--- src/pts_pkg.sv ---
// Shared types and constants for the priority task scheduler.
`default_nettype none

package pts_pkg;

  localparam int MAX_TASKS = 16;
  localparam int IDX_W     = $clog2(MAX_TASKS);
  localparam int CNT_W     = $clog2(MAX_TASKS + 1);

  localparam logic [7:0]  IDLE_PRIO_RESET = 8'd100;
  localparam logic [7:0]  IDLE_TASK_ID    = 8'd1;
  localparam logic [7:0]  FIRST_NEW_ID    = 8'd2;
  localparam logic [7:0]  LAST_ID         = 8'd255;
  localparam logic [15:0] WAKE_NEVER      = 16'hFFFF;

  typedef enum logic [1:0] {
    CMD_CREATE = 2'd0,
    CMD_DELAY  = 2'd1,
    CMD_TICK   = 2'd2,
    CMD_RUN    = 2'd3
  } cmd_t;

  typedef enum logic [1:0] {
    ERR_OK      = 2'd0,
    ERR_FULL    = 2'd1,
    ERR_NO_TASK = 2'd2
  } err_t;

  typedef enum logic [2:0] {
    ST_INIT,
    ST_IDLE,
    ST_CR_READ,
    ST_CR_CHECK,
    ST_CR_PUT,
    ST_SWEEP,
    ST_DONE
  } state_t;

  typedef struct packed {
    logic [7:0]  id;
    logic [7:0]  prio;
    logic        ready;
    logic [15:0] wake;
  } entry_t;

  localparam int ENTRY_W = $bits(entry_t);

  typedef struct packed {
    logic             rd_en;
    logic [IDX_W-1:0] rd_addr;
    logic             wr_en;
    logic [IDX_W-1:0] wr_addr;
    entry_t           wr_data;
  } mem_req_t;

  typedef struct packed {
    cmd_t        command;
    logic [7:0]  priority_req;
    logic [15:0] delay_ticks;
  } cmd_beat_t;

  typedef struct packed {
    logic [7:0]  running_task_id;
    logic        switched;
    err_t        error_code;
    logic [15:0] tick_value;
    logic [15:0] switch_count;
    logic [4:0]  task_total;
  } res_beat_t;

endpackage

`default_nettype wire

--- src/pts_table_ram.sv ---
// Simple dual-port task table memory, one write and one registered read port.
`default_nettype none

module pts_table_ram #(
  parameter int DEPTH = 16,
  parameter int WIDTH = 33
) (
  input  wire logic                     clk,
  input  wire logic                     rd_en,
  input  wire logic [$clog2(DEPTH)-1:0] rd_addr,
  output logic      [WIDTH-1:0]         rd_data,
  input  wire logic                     wr_en,
  input  wire logic [$clog2(DEPTH)-1:0] wr_addr,
  input  wire logic [WIDTH-1:0]         wr_data
);

  logic [WIDTH-1:0] mem [DEPTH];

  always_ff @(posedge clk) begin
    if (wr_en) begin
      mem[wr_addr] <= wr_data;
    end
  end

  always_ff @(posedge clk) begin
    if (rd_en) begin
      rd_data <= mem[rd_addr];
    end
  end

endmodule

`default_nettype wire

--- src/pts_ctrl.sv ---
// Scheduler sequencer: sorted insert, tick/delay sweep and task selection.
`default_nettype none

module pts_ctrl (
  input  wire logic                      clk,
  input  wire logic                      rst,
  input  wire logic                      cfg_we,
  input  wire logic [7:0]                cfg_wdata,
  input  wire logic                      cmd_valid,
  input  wire pts_pkg::cmd_beat_t        cmd_data,
  output logic                           cmd_stall,
  input  wire logic                      out_ready,
  output logic                           res_load,
  output pts_pkg::res_beat_t             result,
  output pts_pkg::mem_req_t              mem_req,
  input  wire logic [pts_pkg::ENTRY_W-1:0] mem_rdata
);

  pts_pkg::state_t state, state_next;

  logic [7:0]                  idle_prio;
  logic [15:0]                 tick;
  logic [7:0]                  cur;
  logic [15:0]                 switches;
  logic [pts_pkg::CNT_W-1:0]   count;
  logic [7:0]                  next_id;
  logic                        running;

  pts_pkg::cmd_t               cmd;
  logic [7:0]                  prio_req;
  logic [15:0]                 dticks;
  pts_pkg::err_t               err;

  logic [pts_pkg::IDX_W-1:0]   ptr;
  logic [pts_pkg::IDX_W-1:0]   ins_pos;
  logic [pts_pkg::CNT_W-1:0]   issue_idx;
  logic                        pend;
  logic [pts_pkg::IDX_W-1:0]   pend_idx;
  logic                        delay_hit;
  logic                        sel_found;
  logic [7:0]                  sel_id;

  pts_pkg::entry_t e_rd;
  pts_pkg::entry_t e_upd;
  logic            upd_wr;
  logic            upd_hit;
  logic            upd_pick;
  logic            issue;
  logic            shift_up;
  logic            accept;
  logic            do_switch;
  logic            table_full;

  assign e_rd       = pts_pkg::entry_t'(mem_rdata);
  assign accept     = cmd_valid && (state == pts_pkg::ST_IDLE);
  assign cmd_stall  = (state != pts_pkg::ST_IDLE);
  assign issue      = (issue_idx < count);
  assign shift_up   = (e_rd.prio > prio_req);
  assign table_full = (count >= pts_pkg::CNT_W'(pts_pkg::MAX_TASKS));
  assign do_switch  = running && sel_found && (sel_id != cur);

  // Per-entry update during a sweep; selection sees the updated ready flag.
  always_comb begin
    e_upd   = e_rd;
    upd_wr  = 1'b0;
    upd_hit = 1'b0;
    if (cmd == pts_pkg::CMD_TICK && e_rd.wake == tick) begin
      e_upd.ready = 1'b1;
      upd_wr      = 1'b1;
    end
    if (cmd == pts_pkg::CMD_DELAY && cur != 8'd0 && !delay_hit && e_rd.id == cur) begin
      e_upd.wake  = tick + dticks;
      e_upd.ready = 1'b0;
      upd_wr      = 1'b1;
      upd_hit     = 1'b1;
    end
    upd_pick = running && !sel_found && e_upd.ready;
  end

  always_ff @(posedge clk) begin
    if (rst || cfg_we) begin
      state <= pts_pkg::ST_INIT;
    end else begin
      state <= state_next;
    end
  end

  always_comb begin
    state_next = state;
    mem_req    = '0;
    res_load   = 1'b0;
    unique case (state)
      pts_pkg::ST_INIT: begin
        mem_req.wr_en   = 1'b1;
        mem_req.wr_addr = '0;
        mem_req.wr_data = '{id: pts_pkg::IDLE_TASK_ID, prio: idle_prio, ready: 1'b1,
                            wake: pts_pkg::WAKE_NEVER};
        state_next      = pts_pkg::ST_IDLE;
      end
      pts_pkg::ST_IDLE: begin
        if (cmd_valid) begin
          if (cmd_data.command == pts_pkg::CMD_CREATE && !table_full) begin
            state_next = pts_pkg::ST_CR_READ;
          end else begin
            state_next = pts_pkg::ST_SWEEP;
          end
        end
      end
      pts_pkg::ST_CR_READ: begin
        mem_req.rd_en   = 1'b1;
        mem_req.rd_addr = ptr;
        state_next      = pts_pkg::ST_CR_CHECK;
      end
      pts_pkg::ST_CR_CHECK: begin
        if (shift_up) begin
          mem_req.wr_en   = 1'b1;
          mem_req.wr_addr = ptr + pts_pkg::IDX_W'(1);
          mem_req.wr_data = e_rd;
          state_next      = (ptr == '0) ? pts_pkg::ST_CR_PUT : pts_pkg::ST_CR_READ;
        end else begin
          state_next = pts_pkg::ST_CR_PUT;
        end
      end
      pts_pkg::ST_CR_PUT: begin
        mem_req.wr_en   = 1'b1;
        mem_req.wr_addr = ins_pos;
        mem_req.wr_data = '{id: next_id, prio: prio_req, ready: 1'b1,
                            wake: pts_pkg::WAKE_NEVER};
        state_next      = pts_pkg::ST_SWEEP;
      end
      pts_pkg::ST_SWEEP: begin
        // read of entry i overlaps the write-back of entry i-1
        if (issue) begin
          mem_req.rd_en   = 1'b1;
          mem_req.rd_addr = issue_idx[pts_pkg::IDX_W-1:0];
        end
        if (pend && upd_wr) begin
          mem_req.wr_en   = 1'b1;
          mem_req.wr_addr = pend_idx;
          mem_req.wr_data = e_upd;
        end
        if (!issue && !pend) begin
          state_next = pts_pkg::ST_DONE;
        end
      end
      pts_pkg::ST_DONE: begin
        if (out_ready) begin
          res_load   = 1'b1;
          state_next = pts_pkg::ST_IDLE;
        end
      end
      default: state_next = pts_pkg::ST_INIT;
    endcase
  end

  always_comb begin
    result.running_task_id = do_switch ? sel_id : cur;
    result.switched        = do_switch;
    result.error_code      = err;
    result.tick_value      = tick;
    result.switch_count    = switches + 16'(do_switch);
    result.task_total      = 5'(count);
  end

  always_ff @(posedge clk) begin
    if (rst || cfg_we) begin
      idle_prio <= rst ? pts_pkg::IDLE_PRIO_RESET : cfg_wdata;
      tick      <= '0;
      cur       <= '0;
      switches  <= '0;
      count     <= pts_pkg::CNT_W'(1);
      next_id   <= pts_pkg::FIRST_NEW_ID;
      running   <= 1'b0;
      pend      <= 1'b0;
      delay_hit <= 1'b0;
      sel_found <= 1'b0;
    end else begin
      unique case (state)
        pts_pkg::ST_IDLE: begin
          if (accept) begin
            cmd       <= cmd_data.command;
            prio_req  <= cmd_data.priority_req;
            dticks    <= cmd_data.delay_ticks;
            ptr       <= pts_pkg::IDX_W'(count - pts_pkg::CNT_W'(1));
            issue_idx <= '0;
            pend      <= 1'b0;
            delay_hit <= 1'b0;
            sel_found <= 1'b0;
            err       <= pts_pkg::ERR_OK;
            unique case (cmd_data.command)
              pts_pkg::CMD_CREATE: if (table_full) err <= pts_pkg::ERR_FULL;
              pts_pkg::CMD_DELAY:  if (cur == 8'd0) err <= pts_pkg::ERR_NO_TASK;
              pts_pkg::CMD_TICK:   tick <= tick + 16'd1;
              pts_pkg::CMD_RUN:    running <= 1'b1;
            endcase
          end
        end
        pts_pkg::ST_CR_CHECK: begin
          if (shift_up) begin
            ins_pos <= '0;
            ptr     <= ptr - pts_pkg::IDX_W'(1);
          end else begin
            ins_pos <= ptr + pts_pkg::IDX_W'(1);
          end
        end
        pts_pkg::ST_CR_PUT: begin
          count   <= count + pts_pkg::CNT_W'(1);
          next_id <= (next_id == pts_pkg::LAST_ID) ? 8'd1 : next_id + 8'd1;
        end
        pts_pkg::ST_SWEEP: begin
          if (issue) begin
            issue_idx <= issue_idx + pts_pkg::CNT_W'(1);
          end
          pend     <= issue;
          pend_idx <= issue_idx[pts_pkg::IDX_W-1:0];
          if (pend && upd_hit) begin
            delay_hit <= 1'b1;
          end
          if (pend && upd_pick) begin
            sel_found <= 1'b1;
            sel_id    <= e_rd.id;
          end
        end
        pts_pkg::ST_DONE: begin
          if (out_ready && do_switch) begin
            cur      <= sel_id;
            switches <= switches + 16'd1;
          end
        end
        default: ;
      endcase
    end
  end

endmodule

`default_nettype wire

--- src/priority_task_scheduler.sv ---
// Top level of the priority task scheduler: sequencer, task table and result register.
//
//   channel   direction  handshake          beat
//   cmd       in         cmd_valid/stall    cmd_data   (command, priority_req, delay_ticks)
//   res       out        res_valid/stall    res_data   (running_task_id .. task_total)
//   cfg       in         cfg_we             cfg_wdata  (idle_priority)
//
// One command at a time. Tick, delay, run and a create on a full table go straight to a
// pipelined sweep of the table RAM; a create that fits first moves each entry of larger
// priority up one slot (read, then check and write) and then puts the new entry in place.
// The next command can be taken in the cycle after the result loads. rst (synchronous)
// and a cfg write rebuild the table; res_stall holds the sequencer only at completion.
`default_nettype none

module priority_task_scheduler (
  input  wire logic                clk,
  input  wire logic                rst,
  input  wire logic                cfg_we,
  input  wire logic [7:0]          cfg_wdata,
  input  wire logic                cmd_valid,
  output logic                     cmd_stall,
  input  wire pts_pkg::cmd_beat_t  cmd_data,
  output logic                     res_valid,
  input  wire logic                res_stall,
  output pts_pkg::res_beat_t       res_data
);

  pts_pkg::mem_req_t           mem_req;
  logic [pts_pkg::ENTRY_W-1:0] mem_rdata;
  pts_pkg::res_beat_t          result;
  logic                        res_load;
  logic                        out_ready;

  assign out_ready = !res_valid || !res_stall;

  pts_ctrl u_ctrl (
    .clk       (clk),
    .rst       (rst),
    .cfg_we    (cfg_we),
    .cfg_wdata (cfg_wdata),
    .cmd_valid (cmd_valid),
    .cmd_data  (cmd_data),
    .cmd_stall (cmd_stall),
    .out_ready (out_ready),
    .res_load  (res_load),
    .result    (result),
    .mem_req   (mem_req),
    .mem_rdata (mem_rdata)
  );

  pts_table_ram #(
    .DEPTH (pts_pkg::MAX_TASKS),
    .WIDTH (pts_pkg::ENTRY_W)
  ) u_table (
    .clk     (clk),
    .rd_en   (mem_req.rd_en),
    .rd_addr (mem_req.rd_addr),
    .rd_data (mem_rdata),
    .wr_en   (mem_req.wr_en),
    .wr_addr (mem_req.wr_addr),
    .wr_data (mem_req.wr_data)
  );

  always_ff @(posedge clk) begin
    if (rst) begin
      res_valid <= 1'b0;
    end else if (res_load) begin
      res_valid <= 1'b1;
    end else if (!res_stall) begin
      res_valid <= 1'b0;
    end
  end

  always_ff @(posedge clk) begin
    if (res_load) begin
      res_data <= result;
    end
  end

endmodule

`default_nettype wire

--- config.mk ---
export PLATFORM = sky130hd
export DESIGN_NAME = priority_task_scheduler
export DESIGN_NICKNAME = d
export VERILOG_FILES = /design/src/pts_pkg.sv /design/src/pts_table_ram.sv /design/src/pts_ctrl.sv /design/src/priority_task_scheduler.sv
export SDC_FILE = /design/constraint.sdc
export NUM_CORES = 1
export LEC_CHECK = 0
export BUFFER_PORTS_ARGS = -buffer_cell sky130_fd_sc_hd__buf_2
export CAP_MARGIN = 15
export CELL_PAD_IN_SITES_DETAIL_PLACEMENT = 1
export CELL_PAD_IN_SITES_GLOBAL_PLACEMENT = 2
export CORE_ASPECT_RATIO = 1.1
export CORE_MARGIN = 10
export CORE_UTILIZATION = 35
export DETAILED_ROUTE_END_ITERATION = 10
export PLACE_DENSITY_LB_ADDON = 0.1
export SLEW_MARGIN = 20
export SYNTH_ARGS = -nofsm -noshare
export SYNTH_HDL_FRONTEND = slang
export SYNTH_SLANG_ARGS = --single-unit
--- constraint.sdc ---
create_clock -name clk -period 9.61 [get_ports clk]
set_input_delay 0 -clock clk [delete_from_list [all_inputs] [get_ports clk]]
set_output_delay 0 -clock clk [all_outputs]
set_load 0.02 [all_outputs]
**Yosys cells after proc, flatten, opt, wreduce, memory -nomap -nowiden**

Memory sizes are Yosys's and may differ from the RTL's. A register that Yosys moved wholly into a read port is not among the register bits.
Cells that the tools add are included.

- Register bits after elaboration: 170
- Bits in latches: 0
- Bits in writable memories: 528
- Bits in read-only memories: 0
- Input bits: 39
- Output and inout bits: 50
- Word-level logic and storage cells: 151
- Memories kept: 1

- Add/sub/neg operators: 10
- $mul: 0
- Divide/modulo/power cells: 0
- $lt $le $gt $ge: 3
- Equal/unequal tests: 25
- Shift operators: 0
- Muxes and demuxes: 40
- Bitwise gates (word level): 1
- Reductions and logical operators: 44

Memories:

| name | words | bits a word | rd ports | clocked after Yosys merged registers in | wr ports | line | text |
|---|---|---|---|---|---|---|---|
| u_table.mem | 16 | 33 | 1 | 1 | 1 | pts_table_ram.sv:17 | `logic [WIDTH-1:0] mem [DEPTH];` |

Operators by type and width:

| operator | count |
|---|---|
| $pmux W38 S4 | 1 |
| $mux W38 | 2 |
| $add A16 B1 Y16 const B | 2 |
| $pmux W3 S7 | 1 |
| $reduce_and A3 Y1 | 7 |
| $pmux W5 S2 | 2 |
| $mux W3 | 6 |
| $mux W17 | 1 |
| $add A16 B1 Y16 | 1 |
| $add A16 B16 Y16 | 1 |
| $eq A16 B16 Y1 | 1 |
| $mux W8 | 2 |
| $ne A2 B1 Y1 const B | 8 |
| $logic_and A1 B1 Y1 | 15 |
| $mux W5 | 3 |
| $mux W1 | 14 |
| $add A5 B1 Y5 const B | 2 |
| $eq A3 B3 Y1 const B | 3 |
| $add A8 B1 Y8 const B | 1 |
| $eq A8 B8 Y1 | 1 |
| $eq A8 B8 Y1 const B | 1 |
| $gt A8 B8 Y1 | 1 |
| $logic_not A8 Y1 | 1 |
| $mux W4 | 2 |
| 25 further kinds | 44 |

**Logic depth before layout (Yosys ltp)**

Gate-level depths: netlist of the first run.

- Depth in word-level cells: 10
- Mapped depth: 12
- Gate-level depth less buffers: 10

**Modules after synthesis**

Synthesis of the first run repeated with hierarchy kept, for this count alone.

- Cells, all modules: 1,643
- Area, all modules: 29,605.9 um^2

Modules (own cells, without submodules):

| module | instances | cells each | area an instance (um^2) | sequential area each (um^2) |
|---|---|---|---|---|
| pts_table_ram | 1 | 864 | 20,961.4 | 16,846.2 |
| pts_ctrl | 1 | 727 | 7,170.6 | 3,032.9 |
| priority_task_scheduler | 1 | 52 | 1,473.9 | 1,461.4 |

**Worst setup path before layout of the first run**

OpenSTA, ideal clock, no wires.

- Path kind: reg2reg
- Start point: reg u_table.rd_data[18], read port of u_table.mem
- End point: mem u_table.mem[4][0] (enable)
- Library setup time: 602 ps
- Arrival time: 7,119 ps
- Setup slack: 1,889 ps
- Stages on the path, launching flop included: 9
- Buffers on the path: 0
- Cells stage by stage: edfxtp_1 ha_1 nor2b_1 o211ai_1 a21oi_1 o211ai_1 nand2_1 or3_1 a2111oi_0

- Longest elaborated chain between the ends: 5

Ends and longest elaborated chain:

| item | line | text |
|---|---|---|
| start, declared | pts_table_ram.sv:11 | `output logic [WIDTH-1:0] rd_data,` |
| $gt A8 B8 Y1 (*) | pts_ctrl.sv:58 | `assign shift_up = (e_rd.prio > prio_req);` |
| $mux W38 (*) | pts_ctrl.sv:115 | `if (shift_up) begin` |
| $pmux W38 S4 (*) | pts_ctrl.sv:92 | `unique case (state)` |
| $mux W1 | pts_table_ram.sv:20 | `if (wr_en) begin` |
| $mux W1 (not written as such) | pts_table_ram.sv:21 | `mem[wr_addr] <= wr_data;` |
| end, declared | pts_table_ram.sv:17 |  |

Every way passes the cells marked *; elsewhere a longest branch is shown, timed or not.

**Worst setup path in the final report of the first run**

- Start point: reg u_ctrl.state[1]
- End point: reg u_table.rd_data[24], read port of u_table.mem (data pin)

- Longest elaborated chain between the ends: 2
- Elaborated cells on any way between the ends: 3
- Those cells by class: 2 x eq/ne; 1 x mux

Ends and longest elaborated chain:

| item | line | text |
|---|---|---|
| start, declared | pts_ctrl.sv:19 | `pts_pkg::state_t state, state_next;` |
| start signal, assigned | pts_ctrl.sv:82 | `state <= pts_pkg::ST_INIT;` |
| start signal, assigned | pts_ctrl.sv:84 | `state <= state_next;` |
| $eq A3 B3 Y1 / $eq A3 B2 Y1 (equally long branches) | pts_ctrl.sv:92 |  |
| $pmux W5 S2 (*) | pts_ctrl.sv:92 |  |

Marks and branches as above.
A chain may end at the register's enable or synchronous reset.

==> results.md, run 1 <==
- The instance count of the mapped netlist is 2149.
- Ranked by total cell area, the synthesized netlist is headed by sky130_fd_sc_hd__edfxtp_1 (66%), sky130_fd_sc_hd__dfxtp_1 (4.0%), sky130_fd_sc_hd__nand2_1 (2.8%), sky130_fd_sc_hd__a311oi_1 (1.9%), sky130_fd_sc_hd__mux2i_1 (1.8%).
- STA classifies the critical path startpoint as a flop.
- Dividing the detail-routed via count by the number of cells gives 5.506.
- The area enclosed by the die boundary is 99220 µm².
- The time the final worst path needs with I/O delays and setup is 4801 ps.
- The number of violations of the max-capacitance limit is 0.
- The post-detailed-placement half-perimeter wirelength is 55.92 mm.
- The flow ran to the end, and the final reports show no timing, DRC or antenna violations.
- The share of the Yosys chip area taken by registers is 70.08%.
- The first global-routing pass estimated 140.1 mm of wire.
- The total via count in the routed design is 19340.
- The mean area per synthesized cell is 14.17 µm².
- Across the VDD grid, the largest voltage drop is 138.5 µV.
- Entering global routing, the biggest net connects 158 pins.
- The proportion of synthesized flip-flops having asynchronous set or reset is 0%.
- After clock tree synthesis, the clock-pin slew on the worst setup and hold paths is 60 ps.
- The number of hold violations in the final report is 0.
- sky130_fd_sc_hd__edfxtp_1 takes more of the synthesized area than any other cell.
- Setup slack on the critical path of the routed design comes to 4809 ps.
- The adder and majority cell fraction of the synthesized area is 1.586%.
- TritonCTS built the clock tree.
- The count of input and output buffers is 88.
- The final layout contains 2376 nets.
- The worst endpoint required time is 9910 ps.
- After Yosys synthesis, and, or, nand and nor cells account for 9.885% of the synthesized area.
- The number of nets in the synthesized netlist is 2226.
- The setup TNS is 0 ps.
- Counting distinct cell types in the post-synthesis netlist gives 77.
- The worst hold path belongs to the class primary input to flop.
- Clock latency on the worst-skew pair, taken at its later pin, is 630 ps.
- Of the total synthesized cell area, the portion taken by XOR and XNOR cells is 2.675%.
- Clock tree synthesis selected as its root buffer the cell sky130_fd_sc_hd__clkbuf_16.
- The endpoint arrival time on the critical path is 5100 ps.
- The capturing element type of the critical path is a flop.
- The synthesized netlist devotes 11.23% of its cell area to compound gates.
- After synthesis, the largest family of logic cells by area is compound AO/OA/AOI/OAI gates.
- 89 I/O pins were placed.
- The most instantiated flip-flop cell in the synthesis netlist is sky130_fd_sc_hd__edfxtp_1.
- Global routing consumed, over all layers together, 19.08% of the routing resources.
- The number of gates resized after CTS is 0.
- For this run, design rule violations remaining after detail routing come to 0.
- The worst clock skew on the final layout is 15.52 ps.
- The final max-slew violation count was 0.
- The mux contribution to synthesized area is 2.141%.
- The initial antenna violation count is 7.
- The die height is 329.4 µm.
- The number of warnings printed during yosys synthesis is 0.
- The count of fill cells added during filler insertion is 8723.
- The number of flops mapped to enable cells by yosys is 670.
- The cell area that synthesis handed to floorplanning was 30450 µm².
- The number of optimization iterations in the first detailed-route pass is 5.
- The slew at the pin closest to its max-slew limit is 1053 ps.
- The average detailed-routed wire length per instance is 27.24 µm.
- Relative to the synthesized area, the layout overhead comes to 16.41%.
- Setup repair after global routing left no endpoint under its margin.
- At the placement stage, the worst setup path has a slack of 4783 ps.
- The TritonCTS sink count is 731.
- The number of DRC markers in iteration 0 is 1326.
- The final-report setup violation count is 0.
- Counting along the longest clock path gives a buffer depth of 3.
- For this run, the top clock speed supported by timing is 208.3 MHz.
- The via count of the first global-routing pass is 20400.
- The total congestion overflow is 0.
- The share of Yosys cell area claimed by the top area cell type is 66.07%.
- The wire length reported by the detailed router is 95.66 mm.
- In the final layout, the share of cells above drive strength 1 is 14.53%.
- The total area inside the core boundary comes to 86390 µm².
- The static leakage power is 11.74 nW.
- The initial utilization of the core area, before any placement, comes to 35.25%.
- Synthesis inferred 731 register bits.
- Of all nets on the critical path, the largest fanout is 60.
- The number of rows in the core area is 113.
- The worst pin sits at a relative slew slack of 29.83%.
- Dividing the final minimum period by the clock period gives 49.96%.
- The count of nets left with antenna violations once routing finished came out at 0.
- Routability-driven placement finished with a final weighted congestion of 0.7609.
- The power density over cell area is 191.9 nW/µm².
- In this run, CTS created clock tree buffers numbering 81.
- The classification of the worst setup path is flop to flop.
- The H-tree generated during clock tree synthesis spans 3 levels.
- Measured along the x axis, the die boundary spans 301.2 µm.
- After layout, the design draws a total of 6.803 mW.
==> flip-flops by register name, summed over array words and instances (netlist names), 4 cells and up <==
signal	cells
res_data	48
u_table.rd_data	33
u_ctrl.count	5
u_ctrl.idle_prio	8
u_ctrl.switches	16
u_ctrl.ins_pos	4
u_ctrl.sel_id	8
u_ctrl.tick	16
u_ctrl.dticks	16
u_ctrl.cur	8
u_ctrl.next_id	8
u_ctrl.prio_req	8
u_ctrl.pend_idx	4
u_ctrl.ptr	4
u_ctrl.issue_idx	5
u_table.mem	528
==> placed cells by master (no fill, tap or decap), types with 39 or more instances in the layout <==
cell type	n
sky130_fd_sc_hd__buf_4	60
sky130_fd_sc_hd__a311oi_1	66
sky130_fd_sc_hd__a211oi_1	53
sky130_fd_sc_hd__nand2_1	223
sky130_fd_sc_hd__nand3_1	64
sky130_fd_sc_hd__a21o_1	39
sky130_fd_sc_hd__dfxtp_1	61
sky130_fd_sc_hd__edfxtp_1	670
sky130_fd_sc_hd__buf_2	88
sky130_fd_sc_hd__o21ai_0	73
sky130_fd_sc_hd__nor2_1	91
sky130_fd_sc_hd__mux2i_1	55
sky130_fd_sc_hd__xnor2_1	51
sky130_fd_sc_hd__and3_1	76
sky130_fd_sc_hd__clkbuf_16	84
sky130_fd_sc_hd__a31oi_1	40
sky130_fd_sc_hd__dlygate4sd3_1	47
sky130_fd_sc_hd__xor2_1	42
==> through the flow <==
step,util [%],instance area [µm²],cells,hold slack [ps]
5_1_grt,41.03,35450,3510,75.23
3_3_place_gp,37.49,32390,3319,178.4
3_5_place_dp,37.50,32400,3319,178.5
2_1_floorplan,-,30450,2149,98.87
4_1_cts,41.03,35440,3510,40.84
6_report,41.04,35450,3512,92.09
==> worst paths after layout <==
| path | from | endpoint | slack (ps) | cells after the start |
|---|---|---|---|---|
| setup / recovery | u_ctrl.state[1] | u_table.rd_data[24] | 4810 | 7 |
| hold / removal | cmd_data[14] | u_ctrl.dticks[14] | 90 | 2 |
| setup reg to reg | u_ctrl.state[1] | u_table.rd_data[24] | 4810 | 7 |
| hold reg to reg | u_ctrl.err[0] | res_data[37] | 420 | 0 |
==> cell usage after synthesis (6+ instances only) <==
cell                        number
sky130_fd_sc_hd__a211oi_1       54
sky130_fd_sc_hd__a211oi_2       15
sky130_fd_sc_hd__a21o_1         39
sky130_fd_sc_hd__a21oi_1        35
sky130_fd_sc_hd__a221o_1        11
sky130_fd_sc_hd__a221oi_1       35
sky130_fd_sc_hd__a22o_1          7
sky130_fd_sc_hd__a311oi_1       66
sky130_fd_sc_hd__a31oi_1        40
sky130_fd_sc_hd__and2_1          6
sky130_fd_sc_hd__and3_1         76
sky130_fd_sc_hd__buf_1           8
sky130_fd_sc_hd__buf_2          43
sky130_fd_sc_hd__buf_6          10
sky130_fd_sc_hd__clkbuf_1       65
sky130_fd_sc_hd__dfxtp_1        61
sky130_fd_sc_hd__edfxtp_1      670
sky130_fd_sc_hd__ha_1           37
sky130_fd_sc_hd__inv_1          29
sky130_fd_sc_hd__mux2_2          9
sky130_fd_sc_hd__mux2i_1        55
sky130_fd_sc_hd__nand2_1       226
sky130_fd_sc_hd__nand3_1        64
sky130_fd_sc_hd__nand4_1        20
sky130_fd_sc_hd__nor2_1         93
sky130_fd_sc_hd__nor2b_1        13
sky130_fd_sc_hd__nor3_1         24
sky130_fd_sc_hd__nor4_1         13
sky130_fd_sc_hd__o21a_1          7
sky130_fd_sc_hd__o21ai_0        77
sky130_fd_sc_hd__o2bb2ai_1      33
sky130_fd_sc_hd__or2_2           9
sky130_fd_sc_hd__or3_1          11
sky130_fd_sc_hd__or4_1          35
sky130_fd_sc_hd__xnor2_1        51
sky130_fd_sc_hd__xor2_1         42
==> repair_timing <==
item	CTS	global route
hold endpoints to repair	63	0
hold buffers	47	0
buffers inserted	0	0
==> final cells by class <==
cell class / instances / area [µm²] / area share, %
Sequential cell: 731 / 21340 / 60.20
Multi-Input combinational cell: 1260 / 8601 / 24.26
Clock buffer: 108 / 2252 / 6.353
Tap cell: 1150 / 1439 / 4.059
Timing Repair Buffer: 196 / 1381 / 3.897
Clock inverter: 36 / 322.8 / 0.9106
Inverter: 29 / 108.9 / 0.3071
Antenna cell: 2 / 5.005 / 0.01412
==> routing by layer <==
metal	track usage [%]	share of wire [%]	vias up	routed length (µm)
met4	5.260	2.2	0	2117
met5	0	0	-	0
li1	-	-	8690	-
met1	25.33	45	10130	42940
met3	3.145	4.7	122	4481
met2	31.90	48	399	46130
==> cells by family (layout without fill, tap and decap cells) <==
kind of cell / count (synthesis) / in the layout
simple gates: 610 / 610
buf+inv: 158 / 369
flops: 731 / 731
compound gates: 455 / 455
fa+ha+maj: 38 / 38
other cells: 0 / 2
xor+xnor: 93 / 93
mux: 64 / 64
==> report_power, final <==
part / leakage (nW) / switching, mW / internal [mW]
sequential: 6.66 / 0.0105 / 3.51
combinational: 3.82 / 0.152 / 0.0747
clock: 1.26 / 1.28 / 1.78
total: 11.7 / 1.44 / 5.36
==> worst max-delay path, stage by stage, from the launching register on <==
cell                        delay, ps
sky130_fd_sc_hd__dfxtp_1          660
sky130_fd_sc_hd__nor3b_4          500
sky130_fd_sc_hd__nand2_4          530
sky130_fd_sc_hd__nand2_4          880
sky130_fd_sc_hd__buf_4            740
sky130_fd_sc_hd__mux2i_1          290
sky130_fd_sc_hd__o2bb2ai_1         90
sky130_fd_sc_hd__or4_1            670
(Power assumes the default switching activity.)
==> inputs of run 2 (changes only) <==
clock period = 4.4 ns   (was 9.61 ns; I/O delays follow)
==> run 2 against run 1 <==
  * Maximum frequency increased by 19%
  * Routed wire length decreased by 0.58%
  * Critical path depth increased by 4
  * Clock power increased by 120%
  * Register-to-register slack got worse by 4400 ps
  * Global-route usage decreased by 0.12 points
  * Combinational power increased by 120%
  * Design area increased by 1.5%
  * Die area unchanged
  * Flip-flop and latch count unchanged
  * Sequential power increased by 120%
==> results.md, run 2 (synthesized netlist as in run 1, its figures left out) <==
- The run finished with clean final reports.
- No sink is reached through more buffers than the 3 on the longest clock path.
- In this run the horizontal extent of the chip is 301.2 µm.
- The capturing element type of the critical path is a flop.
- Once detailed placement completed, the half-perimeter wirelength came to 58.10 mm.
- The area enclosed by the die boundary is 99220 µm².
- The number of buffers added to fix hold violations after cts is 48.
- For met2 alone, demand over resource in global routing was 31.49%.
- The worst pin sits at a relative slew slack of 29.16%.
- The worst endpoint required time is 4730 ps.
- For this run, global-route usage on met1 was measured as 25.91%.
- At the end of routability-driven placement, the weighted congestion stood at 0.7774.
- Global routing used 18.96% of the available tracks.
- The H-tree level count is 3.
- Leaving out fill and tap cells, the most frequent cell in the layout is sky130_fd_sc_hd__edfxtp_1.
- The design area is 36000 µm².
- The detailed-route vias per instance is 5.514.
- TritonCTS built the clock tree.
- In the global route stage, met3 resource usage came out at 2.665%.
- The TritonCTS sink count is 731.
- The clock slew seen by the registers of the worst setup and hold paths is 60 ps.
- The first-pass GRT wire length is 140.4 mm.
- The post-CTS repair timing setup buffer count is 0.
- The number of optimization iterations in the first detailed-route pass is 5.
- The post-layout utilization of the core is 41.67%.
- The root buffer selected by CTS is sky130_fd_sc_hd__clkbuf_16.
- In the final design database the tool counted 2402 nets.
- The classification of the worst setup path is flop to flop.
- In this run the cell area measured after placement is 32830 µm².
- Row generation in the floorplan step produced 113 rows.
- The final max-slew violation count is 0.
- The number of nets with antenna violations after detailed routing is 0.
- The number of flip-flops in the largest register is 528.
- The wire length reported by the detailed router is 95.10 mm.
- The kind of path behind the tightest hold check is primary input to flop.
- The die height is 329.4 µm.
- The cell with the largest stage delay on the worst path is sky130_fd_sc_hd__or4_1.
- The number of DRC markers in iteration 0 is 1258.
- Once the clock tree was built, the resizer swapped 0 gates to a different size.
- The endpoint arrival time on the critical path is 4350 ps.
- The via count of the first global-routing pass was 20380.
- In the layout the commonest cells are sky130_fd_sc_hd__edfxtp_1 (670), sky130_fd_sc_hd__nand2_1 (223), sky130_fd_sc_hd__nor2_1 (91).
- Across the run, the number of max-cap violations was 0.
- Setup repair after global routing left no endpoint under its margin.
- The power density over cell area is 417.2 nW/µm².
- In this run the worst path has a maximum fanout of 65.
- In the final layout, the multi-input gates occupy 8626 µm².
- The pin count of the biggest net entering global routing is 101.
- The global routing stage identified its most utilized layer as met2.
- The fmax is 248.5 MHz.
- The initial antenna violation count is 2.
- At the later pin of the worst-skew pair, clock insertion delay measures 660 ps.
- At the pin with the least slew margin, the transition time is 1060 ps.
- The total congestion overflow is 0.
- The largest stage delay on the critical path is 630 ps.
- The count of input and output buffers is 88.
- The startpoint type of the worst setup path is a flop.
- The core region is 86390 µm².
- The register area is 21340 µm².
- In the final layout, the registers with the most flip-flops are u_table.mem x528, res_data x48, u_table.rd_data x33.
- The share of layout cells above drive strength 1 is 15.22%.
- The total via count in the routed design is 19540.
- The smallest clock period supported by the final layout is computed as 4024 ps.
- The number of hold violations in the final report is 0.
- The layout has 8749 filler cells.
- The final-report setup violation count is 0.
- TritonCTS created 82 clock buffers.
- Pin placement for this block handled 89 I/O pins.
- Relative to the synthesized area, the layout overhead comes to 18.21%.
- After detailed routing, the number of remaining DRC violations is 0.
- Traced cell by cell, the critical path runs through ha_1, o21ai_0, nor2b_1, o31ai_4, buf_12, a22oi_2, buf_12, and2_1, buf_4, o2bb2ai_1, or4_1.
- The worst voltage drop across the vdd grid is 262.3 µV.
- The cell repeated most along the worst path is sky130_fd_sc_hd__buf_12.
- For the final database, setup skew stands at 28.23 ps.
- The most flop-heavy register is u_table.mem.
- Dividing the detail-routed wire length by the instance count gives 26.84 µm.
- The static leakage power is 11.99 nW.
- The initial cell density of the core is 35.25%.
- After layout, the worst path uses 91.46% of the clock period.
-- run 2: final cells by class --
cell class                 count  area share (%)
sequential                   731           59.28
multi-input combinational   1260           23.96
clock buffer                 112           6.267
timing repair buffer         221           5.026
tap                         1150           3.997
clock inverter                39           1.154
inverter                      29          0.3024
antenna                        2         0.01390
-- run 2: worst paths after layout --
| check | endpoint | start | depth (start not counted) | slack, ps |
|---|---|---|---|---|
| max | u_table.rd_data[25] | u_ctrl.issue_idx[2] | 11 | 380 |
| min | u_ctrl.dticks[11] | cmd_data[11] | 2 | 70 |
| max reg2reg | u_table.rd_data[25] | u_ctrl.issue_idx[2] | 11 | 380 |
| min reg2reg | res_data[37] | u_ctrl.err[0] | 0 | 420 |
-- run 2: routing by layer --
metal,share of wire [%],up-vias
met5,0,-
met4,1.8,0
met3,4.0,101
met2,48,391
met1,46,10320
li1,-,8732
-- run 2: report_power, final --
group / total, mW / leakage [nW] / switching [mW] / internal (mW)
combinational: 0.499 / 4.02 / 0.330 / 0.169
clock: 6.84 / 1.30 / 2.86 / 3.97
sequential: 7.68 / 6.66 / 0.0232 / 7.66
total: 15.0 / 12.0 / 3.22 / 11.8
-- run 2: worst max-delay path: cells and delay by family (launching register included) --
family / cells / cell delay (ps)
AOI/OAI and AO/OA: 4 / 860
adders and majority gates: 1 / 320
buffers and inverters: 3 / 840
DFF: 1 / 590
and+or+nand+nor: 3 / 1060
-- run 2: stage by stage --
step / setup WS (ps) / hold slack, ps / power (mW) / setup TNS, ps / std cells
after detailed placement: 391.2 / 178.5 / 8.300 / 0 / 3343
after floorplan: -1175 / 98.87 / 8.063 / -358080 / 2149
after CTS: 326.2 / 31.39 / 15.21 / 0 / 3542
after global placement: 433.8 / 177.7 / 8.287 / 0 / 3342
final: 375.8 / 68.41 / 15.02 / 0 / 3544
after global routing: 194.8 / 41.50 / 15.53 / 0 / 3542
==> inputs of run 3 (changes only) <==
clock period = 4.44 ns   (was 4.4 ns; I/O delays follow)
==> run 3 against run 2 <==
  * Routed wire length shrank 1.5%
  * Via count shrank 1.2%
  * Clock skew shrank 3.7 ps
  * Sequential share of layout area is essentially flat
  * Register-to-register slack lost 90 ps
  * First-iteration DRC count is essentially flat
  * Power shrank 0.45%
  * Largest power group unchanged
  * Flip-flop and latch count is the same
  * Clock power is essentially flat
==> results.md, run 3 (synthesized netlist as in run 1, its figures left out) <==
- The cell sitting at the root of the clock tree is a sky130_fd_sc_hd__clkbuf_16.
- Clock tree synthesis inserted a total of 83 buffers.
- Across all layers, the routed design uses 19300 vias.
- The horizontal die dimension is 301.2 µm.
- The maximum fanout count along the critical path is 14.
- STA classifies the critical path endpoint as a flop.
- The number of cells in the finished layout apart from fillers is 3541.
- The count of boundary I/O pins is 89.
- The cell repeated most along the worst path is sky130_fd_sc_hd__o31ai_1.
- The number of flip-flops in the largest register is 528.
- The residual DRC count is 0.
- The total congestion overflow is 0.
- After filler insertion, the fill cell instance count of the layout stands at 8676.
- The share of layout cells above drive strength 1 is 15.69%.
- For this configuration, the core starts out at a cell density of 35.25%.
- The number of nets with antenna violations after detailed routing is 0.
- The pre-CTS setup slack is 316.5 ps.
- The endpoint arrival time on the critical path is 4460 ps.
- The launch instance of the worst register-to-register path is u_ctrl.issue_idx[2].
- The fmax is 240.8 MHz.
- The number of DRC markers in iteration 0 is 1257.
- The initial antenna violation count is 2.
- Traced cell by cell, the critical path runs through ha_1, o21ai_0, nor2b_1, o31ai_1, o31ai_1, nand2_2, buf_4, a311oi_1, or4_1.
- The final max-slew violation count is 0.
- The area enclosed by the die boundary is 99220 µm².
- The largest stage delay on the critical path is 830 ps.
- The design area is 36020 µm².
- Clock-pin slew was measured on the worst setup and hold paths at 60 ps.
- Summing all flip-flop and latch instances after layout gives 21340 µm².
- The clock tree from TritonCTS is yes.
- At the pin with the least slew margin, the transition time is 1076 ps.
- For this design the static power due to leakage is 11.98 nW.
- Summed over all layers, the routed wires come to 93.72 mm.
- The worst endpoint required time is 4750 ps.
- The minimum setup slack in the final design is 287.0 ps.
- The first global-routing pass estimated 138.5 mm of wire.
- The most common cell after layout, fill and taps aside is sky130_fd_sc_hd__edfxtp_1.
- Counting I/O delays and the setup requirement, the final critical path takes 4153 ps.
- The post-CTS repair timing setup buffer count is 0.
- Global routing consumed, over all layers together, 18.73% of the routing resources.
- The reg-to-reg critical path endpoint is u_table.rd_data[25].
- The number of rows in the core area is 113.
- The source of the worst hold timing path is cmd_data[9].
- The die height is 329.4 µm.
- The largest registers in the layout are u_table.mem x528, res_data x48, u_table.rd_data x33.
- Headroom to the max-slew limit came out at 28.29%.
- The kind of path behind the tightest hold check is primary input to flop.
- u_table.mem holds more flip-flops than any other register.
- In the routed layout, each cell is associated on average with a via count of 5.450.
- For the final database, setup skew stands at 24.48 ps.
- The post-route fraction of the period consumed by the critical path is 93.54%.
- The reg-to-reg setup timing slack is 290 ps.
- In the layout the commonest cells are sky130_fd_sc_hd__edfxtp_1 (670), sky130_fd_sc_hd__nand2_1 (223), sky130_fd_sc_hd__nor2_1 (91).
- The worst voltage drop across the vdd grid is 239.5 µV.
- The TritonCTS sink count is 731.
- The worst register-to-register path has a depth of 9.
- On the critical path, the stage with the largest delay is an instance of sky130_fd_sc_hd__o31ai_1.
- The instance area at placement is 32820 µm².
- The number of cells on the worst hold path is 2.
- The number of optimization iterations in the first detailed-route pass is 5.
- Summed over all failing endpoints, the final setup total negative slack is 0 ps.
- The worst min-delay path endpoint is u_ctrl.dticks[9].
- The H-tree level count is 3.
- Entering global routing, the biggest net connects 92 pins.
- Setup repair after global routing left no endpoint under its margin.
- The worst setup path is of the flop to flop kind.
- Setup violations remaining at the end of the flow were counted as 0.
- In the final routed layout, each cell accounts on average for 26.47 µm.
- Tracing the worst setup path back leads to its startpoint at u_ctrl.issue_idx[2].
- In this run the deepest clock path goes through 3 buffers.
- STA classifies the critical path startpoint as a flop.
- The flow ran to the end, and the final reports show no timing, DRC or antenna violations.
- Summing internal, switching and leakage power gives 14.95 mW.
- The post-detailed-placement half-perimeter wirelength is 57.24 mm.
- The number of hold violations in the final report is 0.
- The core region area is 86390 µm².
- The via count of the first global-routing pass is 20400.
- The multi-input combinational cells in the finished layout cover a total of 8618 µm².
- Relative to the synthesized area, the layout overhead comes to 18.28%.
- The layout net count is 2401.
- Clock latency on the worst-skew pair, taken at its later pin, is 640 ps.
- Max-cap violations in this run came to 0.
- The count of input and output buffers is 88.
- Counting tap cells, the placed design contains a total of 3342 instances.
- The congestion estimate from routability-driven global placement came to 0.7979.
- Gates resized during post-CTS repair numbered 0.
- In this run the power density over the cells is 415.1 nW/µm².
==> run 3: cell count changes in the layout (fill, tap and decap cells not counted), moves of 2 or more <==
cell                         before  now
sky130_fd_sc_hd__clkinv_1        15   12
sky130_fd_sc_hd__clkbuf_1        22   13
sky130_fd_sc_hd__clkbuf_16       83   85
sky130_fd_sc_hd__clkinvlp_4       0    7
sky130_fd_sc_hd__clkinv_2        10   13
sky130_fd_sc_hd__clkbuf_8         7   10
==> run 3: metrics by stage <==
| stage | util [%] | hold WS (ps) |
|---|---|---|
| floorplan | - | 98.87 |
| global placement | 37.99 | 178.4 |
| detailed placement | 38.00 | 178.8 |
| CTS | 41.69 | 43.89 |
| global route | 41.69 | 76.54 |
| finish | 41.70 | 86.88 |
==> run 3: how the worst max path moves through the flow <==
stage | to | slack (ps) | cells after the start
6_report | u_table.rd_data[25] | 290 | 9
5_1_grt | u_table.rd_data[25] | 40 | 9
4_1_cts | u_table.rd_data[25] | 300 | 9
3_5_place_dp | u_table.rd_data[25] | 320 | 9
3_3_place_gp | u_table.rd_data[25] | 300 | 9
2_1_floorplan | u_table.mem[10][0] | -1140 | 8
==> run 3: final cells by class <==
cell class / instances / area share, %
flip-flops and latches: 731 / 59.25
multi-input cells: 1260 / 23.93
clock buffers: 108 / 6.423
repair buffers: 219 / 4.974
well taps: 1150 / 3.995
clock inverters: 43 / 1.125
inverters: 29 / 0.3022
diodes: 1 / 0.006947
==> run 3: critical path: cells and delay by family (launching register included) <==
family / cells / cell delay, ps
flip-flops: 1 / 580
adder cells (fa/ha/maj): 1 / 310
AND/OR/NAND/NOR: 3 / 1450
AO/OA/AOI/OAI: 4 / 1200
buffers and inverters: 1 / 280
==> run 3: power breakdown <==
group / switching [mW] / internal (mW) / leakage (nW) / total (mW)
Sequential: 0.0231 / 7.59 / 6.66 / 7.62
Clock: 2.82 / 4.03 / 1.32 / 6.85
Combinational: 0.322 / 0.165 / 4.01 / 0.487
Total: 3.16 / 11.8 / 12.0 / 15.0
==> run 3: metal layers <==
metal / track usage (%) / routed length, µm / vias to the layer above
met5: 0 / 0 / -
met4: 5.303 / 2060 / 0
met3: 2.534 / 4246 / 121
met2: 30.74 / 44500 / 395
met1: 25.67 / 42920 / 10050
li1: - / - / 8733
==> run 3: timing repair <==
action                                  in CTS  in global routing
endpoints found under the hold margin       56                  0
endpoints found under the setup margin       0                  0
hold buffers                                47                  0
